### src/design/lpfb_pkg.sv
// ----------------------------------------------------------------------------
// lpfb_pkg
// shared constants, widths and types of the length-prefixed frame buffer
// ----------------------------------------------------------------------------
package lpfb_pkg;

    // default depth of the frame store
    localparam int STORE_DEPTH_DEF = 16;

    // field widths
    localparam int BYTE_W = 8;
    localparam int NIB_W  = 4;

    // header byte fields
    localparam logic [BYTE_W-1:0] SIZE_MASK = 8'h0F;
    localparam logic [BYTE_W-1:0] REQ_MASK  = 8'hF0;

    // input function codes
    typedef enum logic
    {
        FUNC_RX_BYTE  = 1'b0,
        FUNC_READ_REQ = 1'b1
    } func_t;

    // result status codes
    typedef enum logic
    {
        STATUS_OK     = 1'b0,
        STATUS_NOT_OK = 1'b1
    } status_t;

endpackage

### src/design/lpfb_in_if.sv
// ----------------------------------------------------------------------------
// lpfb_in_if
// input channel: received bytes and read requests, valid/ready handshake
// ----------------------------------------------------------------------------
interface lpfb_in_if;

    logic                         valid;
    logic                         ready;
    logic                         func;
    logic [lpfb_pkg::BYTE_W-1:0]  rx_byte;
    logic [lpfb_pkg::NIB_W-1:0]   read_length;
    logic [lpfb_pkg::BYTE_W-1:0]  requester_mask;

    modport source
    (
        output valid,
        input  ready,
        output func,
        output rx_byte,
        output read_length,
        output requester_mask
    );

    modport sink
    (
        input  valid,
        output ready,
        input  func,
        input  rx_byte,
        input  read_length,
        input  requester_mask
    );

endinterface

### src/design/lpfb_out_if.sv
// ----------------------------------------------------------------------------
// lpfb_out_if
// result channel: read-out frame bytes, valid/ready handshake
// ----------------------------------------------------------------------------
interface lpfb_out_if;

    logic                         valid;
    logic                         ready;
    logic                         status;
    logic [lpfb_pkg::BYTE_W-1:0]  data_byte;
    logic                         last;

    modport source
    (
        output valid,
        input  ready,
        output status,
        output data_byte,
        output last
    );

    modport sink
    (
        input  valid,
        output ready,
        input  status,
        input  data_byte,
        input  last
    );

endinterface

### src/design/length_prefixed_frame_buffer_core.sv
// ----------------------------------------------------------------------------
// length_prefixed_frame_buffer_core
// receive-side frame store for a length-prefixed serial protocol
// ----------------------------------------------------------------------------
// usage
//   req carries one beat per received serial byte (func 0) or per read
//   request (func 1). rsp carries the result beats of read requests only.
//   a received byte is written at the running fill index; the
//   byte at index 0 is the header (low nibble frame size, high nibble
//   requester bits). a read request is granted when all requester_mask bits
//   sit in the header high nibble and read_length equals the header size.
//   a granted read of n > 0 bytes streams bytes 0..n-1, last on the final
//   beat, and clears them; a failed or zero-length read gives one beat.
// sequencing
//   received byte: next beat taken in the following cycle
//   failed or zero-length read: result beat in the output register in the
//   cycle after acceptance
//   granted read: each byte runs ram read issue, data load and handoff in
//   turn, and the next byte is not read until rsp takes the current beat;
//   the frame store ram has a single read port walked by one byte counter
// reset / stall
//   reset empties the store through per-entry valid bits (unset entries read
//   as zero); fill index, frame size and header are cleared; req is not ready
//   during a read; a stalled rsp holds its beat and the read waits with it
// ----------------------------------------------------------------------------
module length_prefixed_frame_buffer_core #(
    parameter int STORE_DEPTH = lpfb_pkg::STORE_DEPTH_DEF
) (
    input  logic      clk,
    input  logic      rst_n,
    lpfb_in_if.sink   req,
    lpfb_out_if.source rsp
);

    localparam int AW = $clog2(STORE_DEPTH);

    // read sequencer states
    typedef enum logic [3:0]
    {
        S_IDLE = 4'b0001,   // taking req beats
        S_RD   = 4'b0010,   // ram read issued at byte counter
        S_LD   = 4'b0100,   // ram data back, load output register
        S_OUT  = 4'b1000    // result beat waiting on rsp
    } state_t;

    state_t                        state_reg,     state_next;
    logic [lpfb_pkg::NIB_W-1:0]    fill_idx_reg,  fill_idx_next;
    logic [lpfb_pkg::NIB_W-1:0]    frm_size_reg,  frm_size_next;
    logic [lpfb_pkg::BYTE_W-1:0]   hdr_reg,       hdr_next;     // copy of store entry 0
    logic [STORE_DEPTH-1:0]        vld_reg,       vld_next;     // entry holds a written byte
    logic [lpfb_pkg::NIB_W-1:0]    cnt_reg,       cnt_next;     // byte being read out
    logic [lpfb_pkg::NIB_W-1:0]    len_reg,       len_next;
    logic                          rd_vld_reg,    rd_vld_next;  // valid bit of entry in flight
    logic                          out_valid_reg, out_valid_next;
    logic                          out_status_reg, out_status_next;
    logic [lpfb_pkg::BYTE_W-1:0]   out_data_reg,  out_data_next;
    logic                          out_last_reg,  out_last_next;

    logic                          in_fire;
    logic                          out_fire;
    logic                          wr_en;
    logic [AW-1:0]                 wr_addr;
    logic [AW-1:0]                 rd_addr;
    logic [lpfb_pkg::BYTE_W-1:0]   rd_data;

    // frame reception
    logic [lpfb_pkg::NIB_W-1:0]    rx_size;
    logic [lpfb_pkg::NIB_W:0]      idx_inc;

    // read grant check against the header copy
    logic                          mask_ok;
    logic                          len_ok;
    logic                          grant;

    assign req.ready = (state_reg == S_IDLE);
    assign in_fire   = req.valid && req.ready;
    assign out_fire  = rsp.valid && rsp.ready;

    assign rsp.valid     = out_valid_reg;
    assign rsp.status    = out_status_reg;
    assign rsp.data_byte = out_data_reg;
    assign rsp.last      = out_last_reg;

    // header byte takes its size at index 0, frame ends once the index reaches it
    assign rx_size = (fill_idx_reg == '0)
                   ? lpfb_pkg::NIB_W'(req.rx_byte & lpfb_pkg::SIZE_MASK)
                   : frm_size_reg;
    assign idx_inc = {1'b0, fill_idx_reg} + (lpfb_pkg::NIB_W+1)'(1);

    // low nibble requester bits can never match
    assign mask_ok = ((req.requester_mask & (hdr_reg & lpfb_pkg::REQ_MASK))
                      == req.requester_mask);
    assign len_ok  = (req.read_length == lpfb_pkg::NIB_W'(hdr_reg & lpfb_pkg::SIZE_MASK));
    assign grant   = mask_ok && len_ok;

    assign wr_en   = in_fire && (req.func == lpfb_pkg::FUNC_RX_BYTE);
    assign wr_addr = AW'(fill_idx_reg);
    assign rd_addr = AW'(cnt_reg);

    lpfb_ram #(
        .WIDTH (lpfb_pkg::BYTE_W),
        .DEPTH (STORE_DEPTH)
    ) u_store (
        .clk   (clk),
        .we    (wr_en),
        .waddr (wr_addr),
        .wdata (req.rx_byte),
        .raddr (rd_addr),
        .rdata (rd_data)
    );

    always_comb
    begin
        state_next      = state_reg;
        fill_idx_next   = fill_idx_reg;
        frm_size_next   = frm_size_reg;
        hdr_next        = hdr_reg;
        vld_next        = vld_reg;
        cnt_next        = cnt_reg;
        len_next        = len_reg;
        rd_vld_next     = rd_vld_reg;
        out_valid_next  = out_valid_reg;
        out_status_next = out_status_reg;
        out_data_next   = out_data_reg;
        out_last_next   = out_last_reg;

        case (state_reg)
            S_IDLE:
            begin
                if (in_fire)
                begin
                    if (req.func == lpfb_pkg::FUNC_RX_BYTE)
                    begin
                        // store the byte, track the header copy
                        vld_next[wr_addr] = 1'b1;
                        if (fill_idx_reg == '0)
                        begin
                            hdr_next = req.rx_byte;
                        end
                        if (idx_inc >= {1'b0, rx_size})
                        begin
                            fill_idx_next = '0;
                            frm_size_next = '0;
                        end
                        else
                        begin
                            fill_idx_next = idx_inc[lpfb_pkg::NIB_W-1:0];
                            frm_size_next = rx_size;
                        end
                    end
                    else if (grant && (req.read_length != '0))
                    begin
                        // granted read, walk the frame one byte at a time
                        cnt_next   = '0;
                        len_next   = req.read_length;
                        state_next = S_RD;
                    end
                    else
                    begin
                        // refused or empty read, single closing beat
                        out_valid_next  = 1'b1;
                        out_status_next = grant ? lpfb_pkg::STATUS_OK
                                                : lpfb_pkg::STATUS_NOT_OK;
                        out_data_next   = '0;
                        out_last_next   = 1'b1;
                        state_next      = S_OUT;
                    end
                end
            end

            S_RD:
            begin
                rd_vld_next = vld_reg[rd_addr];
                state_next  = S_LD;
            end

            S_LD:
            begin
                out_valid_next  = 1'b1;
                out_status_next = lpfb_pkg::STATUS_OK;
                out_data_next   = rd_vld_reg ? rd_data : '0;
                out_last_next   = (cnt_reg == (len_reg - lpfb_pkg::NIB_W'(1)));
                // read-out clears the entry
                vld_next[rd_addr] = 1'b0;
                if (cnt_reg == '0)
                begin
                    hdr_next = '0;
                end
                state_next = S_OUT;
            end

            S_OUT:
            begin
                if (out_fire)
                begin
                    out_valid_next = 1'b0;
                    if (out_last_reg)
                    begin
                        state_next = S_IDLE;
                    end
                    else
                    begin
                        cnt_next   = cnt_reg + lpfb_pkg::NIB_W'(1);
                        state_next = S_RD;
                    end
                end
            end

            default:
            begin
                state_next     = S_IDLE;
                out_valid_next = 1'b0;
            end
        endcase
    end

    // control state
    always_ff @(posedge clk or negedge rst_n)
    begin
        if (!rst_n)
        begin
            state_reg     <= S_IDLE;
            fill_idx_reg  <= '0;
            frm_size_reg  <= '0;
            hdr_reg       <= '0;
            vld_reg       <= '0;
            cnt_reg       <= '0;
            len_reg       <= '0;
            out_valid_reg <= 1'b0;
        end
        else
        begin
            state_reg     <= state_next;
            fill_idx_reg  <= fill_idx_next;
            frm_size_reg  <= frm_size_next;
            hdr_reg       <= hdr_next;
            vld_reg       <= vld_next;
            cnt_reg       <= cnt_next;
            len_reg       <= len_next;
            out_valid_reg <= out_valid_next;
        end
    end

    // payload
    always_ff @(posedge clk)
    begin
        rd_vld_reg     <= rd_vld_next;
        out_status_reg <= out_status_next;
        out_data_reg   <= out_data_next;
        out_last_reg   <= out_last_next;
    end

endmodule

### src/design/lpfb_ram.sv
// ----------------------------------------------------------------------------
// lpfb_ram
// generic simple dual-port ram, one write port, one registered read port
// ----------------------------------------------------------------------------
module lpfb_ram #(
    parameter int WIDTH = 8,
    parameter int DEPTH = 16
) (
    input  logic                     clk,
    input  logic                     we,
    input  logic [$clog2(DEPTH)-1:0] waddr,
    input  logic [WIDTH-1:0]         wdata,
    input  logic [$clog2(DEPTH)-1:0] raddr,
    output logic [WIDTH-1:0]         rdata
);

    logic [WIDTH-1:0] mem [DEPTH];

    always_ff @(posedge clk)
    begin
        if (we)
        begin
            mem[waddr] <= wdata;
        end
        rdata <= mem[raddr];
    end

endmodule

### src/flat_wrapper.sv
// flat-port wrapper written by rule: the top's interface ports become plain ports
module length_prefixed_frame_buffer_core_flat 
#(
    parameter int STORE_DEPTH = lpfb_pkg::STORE_DEPTH_DEF
)
  (clk, rst_n, req_valid, req_ready, req_func, req_rx_byte, req_read_length, req_requester_mask, rsp_valid, rsp_ready, rsp_status, rsp_data_byte, rsp_last);
  lpfb_in_if req_i ();
  lpfb_out_if rsp_i ();
  input  logic clk;
  input  logic rst_n;
  input wire logic [$bits(req_i.valid)-1:0] req_valid;
  output wire logic [$bits(req_i.ready)-1:0] req_ready;
  input wire logic [$bits(req_i.func)-1:0] req_func;
  input wire logic [$bits(req_i.rx_byte)-1:0] req_rx_byte;
  input wire logic [$bits(req_i.read_length)-1:0] req_read_length;
  input wire logic [$bits(req_i.requester_mask)-1:0] req_requester_mask;
  output wire logic [$bits(rsp_i.valid)-1:0] rsp_valid;
  input wire logic [$bits(rsp_i.ready)-1:0] rsp_ready;
  output wire logic [$bits(rsp_i.status)-1:0] rsp_status;
  output wire logic [$bits(rsp_i.data_byte)-1:0] rsp_data_byte;
  output wire logic [$bits(rsp_i.last)-1:0] rsp_last;
  assign req_i.valid = req_valid;
  assign req_ready = req_i.ready;
  assign req_i.func = req_func;
  assign req_i.rx_byte = req_rx_byte;
  assign req_i.read_length = req_read_length;
  assign req_i.requester_mask = req_requester_mask;
  assign rsp_valid = rsp_i.valid;
  assign rsp_i.ready = rsp_ready;
  assign rsp_status = rsp_i.status;
  assign rsp_data_byte = rsp_i.data_byte;
  assign rsp_last = rsp_i.last;
  length_prefixed_frame_buffer_core #(.STORE_DEPTH(STORE_DEPTH)) u_core (.clk(clk), .rst_n(rst_n), .req(req_i), .rsp(rsp_i));
endmodule
### config.mk
export PLATFORM = sky130hd
export DESIGN_NAME = length_prefixed_frame_buffer_core_flat
export DESIGN_NICKNAME = d
export VERILOG_FILES = /design/src/design/lpfb_pkg.sv /design/src/design/lpfb_in_if.sv /design/src/design/lpfb_out_if.sv /design/src/design/length_prefixed_frame_buffer_core.sv /design/src/design/lpfb_ram.sv /design/src/flat_wrapper.sv
export SDC_FILE = /design/constraint.sdc
export NUM_CORES = 1
export LEC_CHECK = 0
export BUFFER_PORTS_ARGS = -buffer_cell sky130_fd_sc_hd__buf_2
export CAP_MARGIN = 30
export CORE_AREA = 2 2 125 127
export DETAILED_ROUTE_END_ITERATION = 16
export DIE_AREA = 0 0 127 129
export GPL_TIMING_DRIVEN = 0
export PLACE_DENSITY_LB_ADDON = 0.3
export SYNTH_ARGS = -nofsm -noshare
export SYNTH_HDL_FRONTEND = slang
export SYNTH_SLANG_ARGS = --single-unit
### constraint.sdc
create_clock -name clk -period 2.62 [get_ports clk]
set_clock_uncertainty 0.1 [all_clocks]
set_input_delay 0.131 -clock clk [delete_from_list [all_inputs] [get_ports clk]]
set_output_delay 0.131 -clock clk [all_outputs]
set_load 0.1 [all_outputs]
# [Word-level counts from Yosys, hierarchy flattened]
# Memories as Yosys holds them, arrays and structs flattened. A register that Yosys moved wholly into a read port is not among the register bits.
# Index checks and enable logic that the tools add are counted.
[classes] n_addsub=3 n_lt_le_gt_ge=5 n_eq_ne=16 mux=47 bitwise=6 n_reduce_logical=20
[ops] op="$mux 8" count=8
[ops] op="$mux 4" count=12
[ops] op="$mux 16" count=2
[ops] op="$pmux 16 s2" count=1
[ops] op="$pmux 8 s2" count=2
[ops] op="$and 16x16->16" count=1
[ops] op="$not 16->16" count=1
[ops] op="$or 16x16->16" count=1
[ops] op="$pmux 4 s4" count=1
[ops] op="$ne 2x2->1 const B" count=7
[ops] op="$mux 1" count=13
[ops] op="$lt 4x5->1 const B" count=2
[ops] op="$reduce_and 5->1" count=2
[ops] op="$reduce_and 3->1" count=3
[ops] op="$and 8x8->8" count=1
[ops] op="$demux 1 s4" count=2
[ops] op="$eq 4x4->1" count=2
[ops] op="$eq 8x8->1" count=1
[ops] op="$ge 4x1->1 const B" count=2
[ops] op="$logic_not 4->1" count=2
[ops] op="$pmux 4 s2" count=1
[ops] op="$reduce_and 4->1" count=2
[ops] op="$logic_and 1x1->1" count=7
[ops] op="$reduce_and 6->1" count=1
[ops] op="16 further kinds" count=20
[totals] ff_bits=56 mem_bits_rw=128 in_bits=25 mem_count=1
[memory_table] name="u_core.u_store.mem" words=16 word_bits=8 rd=1 rd_ports_with_merged_regs=1 write_ports=1 line_no="lpfb_ram.sv:17" source="logic [WIDTH-1:0] mem [DEPTH];"

# [Logic depth before layout (Yosys ltp)]
[depth] ltp_word=8 depth_mapped=11 ltp_nobuf=11

# [Modules after synthesis]
# A second synthesis with hierarchy kept.
[unflattened] cells_unflattened=532 area_unflattened_um2=8147.8
[by_module_without_submodules] mod="lpfb_ram" n_inst=1 cells_each=229 area_per_inst_um2=5147.4
[by_module_without_submodules] mod="length_prefixed_frame_buffer_core" n_inst=1 cells_each=303 area_per_inst_um2=3000.4

# [Worst setup path after synthesis]
# Ideal clock, no wire load.
[synth_timing] kind="register -> register" start="register u_core.state_reg[0]" end="memory u_core.u_store.mem[0][0] (enable)" arrival_ns=2.282 t_required_ns=2.150 slack_ns=-0.132 stages_incl_launch_ff=7 cell_sequence="dfstp_2 buf_2 or4b_4 clkinv_2 nand3b_4 clkbuf_1 nor2_1"
[synth_via] elab_chain_len=5
[synth_lines] element="from (decl)" line_no="length_prefixed_frame_buffer_core.sv:46" source="state_t state_reg, state_next;"
[synth_lines] element="from (signal assigned)" line_no="length_prefixed_frame_buffer_core.sv:233" source="state_reg <= state_next;"
[synth_lines] element="$eq 4x1->1" line_no="length_prefixed_frame_buffer_core.sv:75" source="assign req.ready = (state_reg == S_IDLE);"
[synth_lines] element="named net req_ready" line_no="flat_wrapper.sv:12" source="output wire logic [$bits(req_i.ready)-1:0] req_ready;"
[synth_lines] element="$logic_and 1x1->1" line_no="length_prefixed_frame_buffer_core.sv:76" source="assign in_fire = req.valid && req.ready;"
[synth_lines] element="$logic_and 1x1->1" line_no="length_prefixed_frame_buffer_core.sv:96" source="assign wr_en = in_fire && (req.func == lpfb_pkg::FUNC_RX_BYTE);"
[synth_lines] element="$mux 1" line_no="lpfb_ram.sv:21" source="if (we)"
[synth_lines] element="$mux 1 (implied by the code)" line_no="lpfb_ram.sv:23" source="mem[waddr] <= wdata;"
[synth_lines] element="to (decl)" line_no="lpfb_ram.sv:17"
# The timed path passes the listed nets, and every way through them passes these cells.

# [Final worst setup path]
[layout_timing] start="register u_core.state_reg[0]" end="memory u_core.u_store.mem[12][4] (enable)"
[layout_via] elab_chain_len=5
[layout_lines] element="$eq 4x1->1" line_no="length_prefixed_frame_buffer_core.sv:75"
[layout_lines] element="$logic_and 1x1->1" line_no="length_prefixed_frame_buffer_core.sv:76"
[layout_lines] element="$logic_and 1x1->1" line_no="length_prefixed_frame_buffer_core.sv:96"
[layout_lines] element="$mux 1" line_no="lpfb_ram.sv:21"
[layout_lines] element="$mux 1 (implied by the code)" line_no="lpfb_ram.sv:23"
# Every way passes these cells.

==> metrics <==
status=complete, no violations; ys flop type=edfxtp_1; net switching power figure=0.00259 W; max-slew violations=0; r2r setup slk=80 ps; ANT nets after route=0; Comb pwr share=0.246; internal power=0.00603 W; Final Net Count=585; RSZ-0062 raised after global routing=no; Worst-Skew Late Latency=430 ps; Cell Rows=45; Slew headroom=0.488; count of cell types in the netlist=54; syn_area_per_cell=17.1 µm²; Reg clk slew, reported paths=70 ps; Critical Path Source Type=flop; H-Tree Depth=4; final setup vio count=0; CTS Buffer Depth=2; die area=0.0164 mm²; DP Cell Count=700; initial core utilization=0.544; via count=4520; Die Y-Extent=129 µm; slew at the pin closest to its max-slew limit=766 ps; Clock power frac=0.312; Yosys top cell area share=0.512; wirelength, routed=16900 µm; worst path required time=2620 ps; TritonRoute pass-1 iters=5; CTS tree=yes; register area share after synthesis=0.671; Worst VDD drop=0.555 mV; Critical Path AT=2530 ps; first-pass GRT wire length=26700 µm; sequential share of power=0.443; max FFs per register=128; crit-path max FO=10; vias in the first global route=4582; FMAX=394 MHz; DRC viols=0; post-DP HPWL=11200 µm; min Tclk post-route=2540 ps; Final period util=0.968; synth cell count leaders=edfxtp_1 (139), mux4_2 (45), dfrtp_1 (44); Final Hold Fails=0; Core Footprint=0.0150 mm²; Syn Nets=513; Max-Cap Viols=0; worst hold path class=input pin to flop; FF+latch count, synth=192; number of CTS-inserted buffers=17; I/O pin count=37; Crit. End Element=flop; Synth-to-Final Area Change=16.4%; clock root cell=clkbuf_16; number of synthesis warnings=0; Switching Share=0.300; starting DRC count in detailed routing=455; synthesized instance count=475; Placer Congestion=0.794; antenna cells=0; leakage power=3.44 nW; PD cells=909 mW/mm²; Hold Slack=13.8 ps; leading area contributor after synthesis=edfxtp_1; Clock Sinks=192; synthesized area=0.00815 mm²; PortBufs=36; ys async rst share=0.234; post-route non-filler standard cell count=748; layout cell share with drive strength beyond 1=0.323; largest net degree at the start of global routing=40; grt ovf=0; Routed WL per cell=22.6 µm; CP Class=flop to flop; EDFF count, synth=139; die width=127 µm; initial antenna violation count=0; Tot Pwr=0.00862 W; fin util=0.633; top-count cell post-synth=edfxtp_1; vias per inst=6.04; synth top area cells=edfxtp_1 (51%), dfrtp_1 (14%), mux4_2 (12%); GR Util All Layers=0.222
==> per-layer routing <==
layer  vias up  share of wire  GRT usage
met1      2367           0.44      0.309
met4         0          0.016     0.0614
met3        22          0.046     0.0449
met2       133           0.50      0.363
met5         -              0          0
li1       1998              -          -
==> metrics by stage <==
step	area (µm²)	worst slack (ps)	TNS [ps]
after global routing	9480	7.50	0
after CTS	9430	-4.58	-43.4
final	9480	84.2	0
after global placement	8570	-280	-10110
after detailed placement	8590	-326	-17410
after floorplan	8160	56.3	0
==> cells by family (layout without fill, tap and decap cells) <==
family | count (synthesis) | in the layout | synth area share
flip-flops | 192 | 192 | 0.671
AND/OR/NAND/NOR | 111 | 112 | 0.0820
multiplexers | 63 | 63 | 0.151
AO/OA/AOI/OAI | 50 | 50 | 0.0455
buffers and inverters | 34 | 118 | 0.0177
adder cells (fa/ha/maj) | 13 | 13 | 0.0200
XOR/XNOR | 12 | 12 | 0.0129
==> power groups by stage <==
stage          clock (W)  sequential [W]  combinational, W
2_1_floorplan          0         0.00403           0.00125
3_3_place_gp           0         0.00380           0.00188
3_5_place_dp           0         0.00383           0.00195
4_1_cts          0.00272         0.00379           0.00204
5_1_grt          0.00282         0.00384           0.00227
6_report         0.00268         0.00381           0.00212
==> cell type report <==
cell class,instances,area (µm²)
inverter,12,50.0
clock inverter,14,189
buffer,20,95.1
timing repair buffer,54,363
clock buffer,18,429
sequential,192,5470
fill,1044,5500
multi-input combinational,250,2650
tap,188,235
==> final timing paths <==
| check | start | end | cells after the start |
|---|---|---|---|
| max in group asynchronous | rst_n | u_core.fill_idx_reg[1] | 3 |
| worst min register to register | u_core.frm_size_reg[3] | u_core.frm_size_reg[3] | 2 |
| min in group asynchronous | rst_n | u_core.fill_idx_reg[3] | 3 |
| worst max register to register | u_core.state_reg[0] | u_core.u_store.mem[12][4] | 5 |
| worst max-delay path | u_core.state_reg[0] | u_core.u_store.mem[12][4] | 5 |
| worst min-delay path | req_rx_byte[4] | u_core.u_store.mem[11][4] | 1 |
==> critical path, stage by stage (launching register included) <==
cell	delay (ps)
dfstp_2	630
or4b_4	540
clkinv_4	130
nand3b_4	150
nor2_1	240
and2_2	400
==> repair_timing <==
item,in CTS,in global routing
gates cloned,0,1
buffers inserted,3,0
endpoints found under the setup margin,165,157
endpoints found under the hold margin,94,0
hold buffers,14,0
pin swaps,1,2
resized for setup,25,23
==> cells in the final DEF, fill, tap and decap left out, types with 5 or more instances in the layout <==
master	instances
mux4_2	45
and2_4	6
clkbuf_1	10
edfxtp_1	139
inv_1	10
xor2_1	6
mux2i_1	6
dfrtp_1	41
nand2b_1	14
xnor2_1	6
nand3_1	5
buf_2	42
o22a_1	8
nor2_1	7
dfxtp_1	8
and2_2	6
nor2b_1	11
and3_1	9
mux2_4	7
dlygate4sd3_1	14
buf_4	5
nand2_1	25
a21oi_1	6
ha_1	12
clkbuf_16	17
o21ai_0	11
o21ai_2	8
Power figures use the tool's default switching activity.
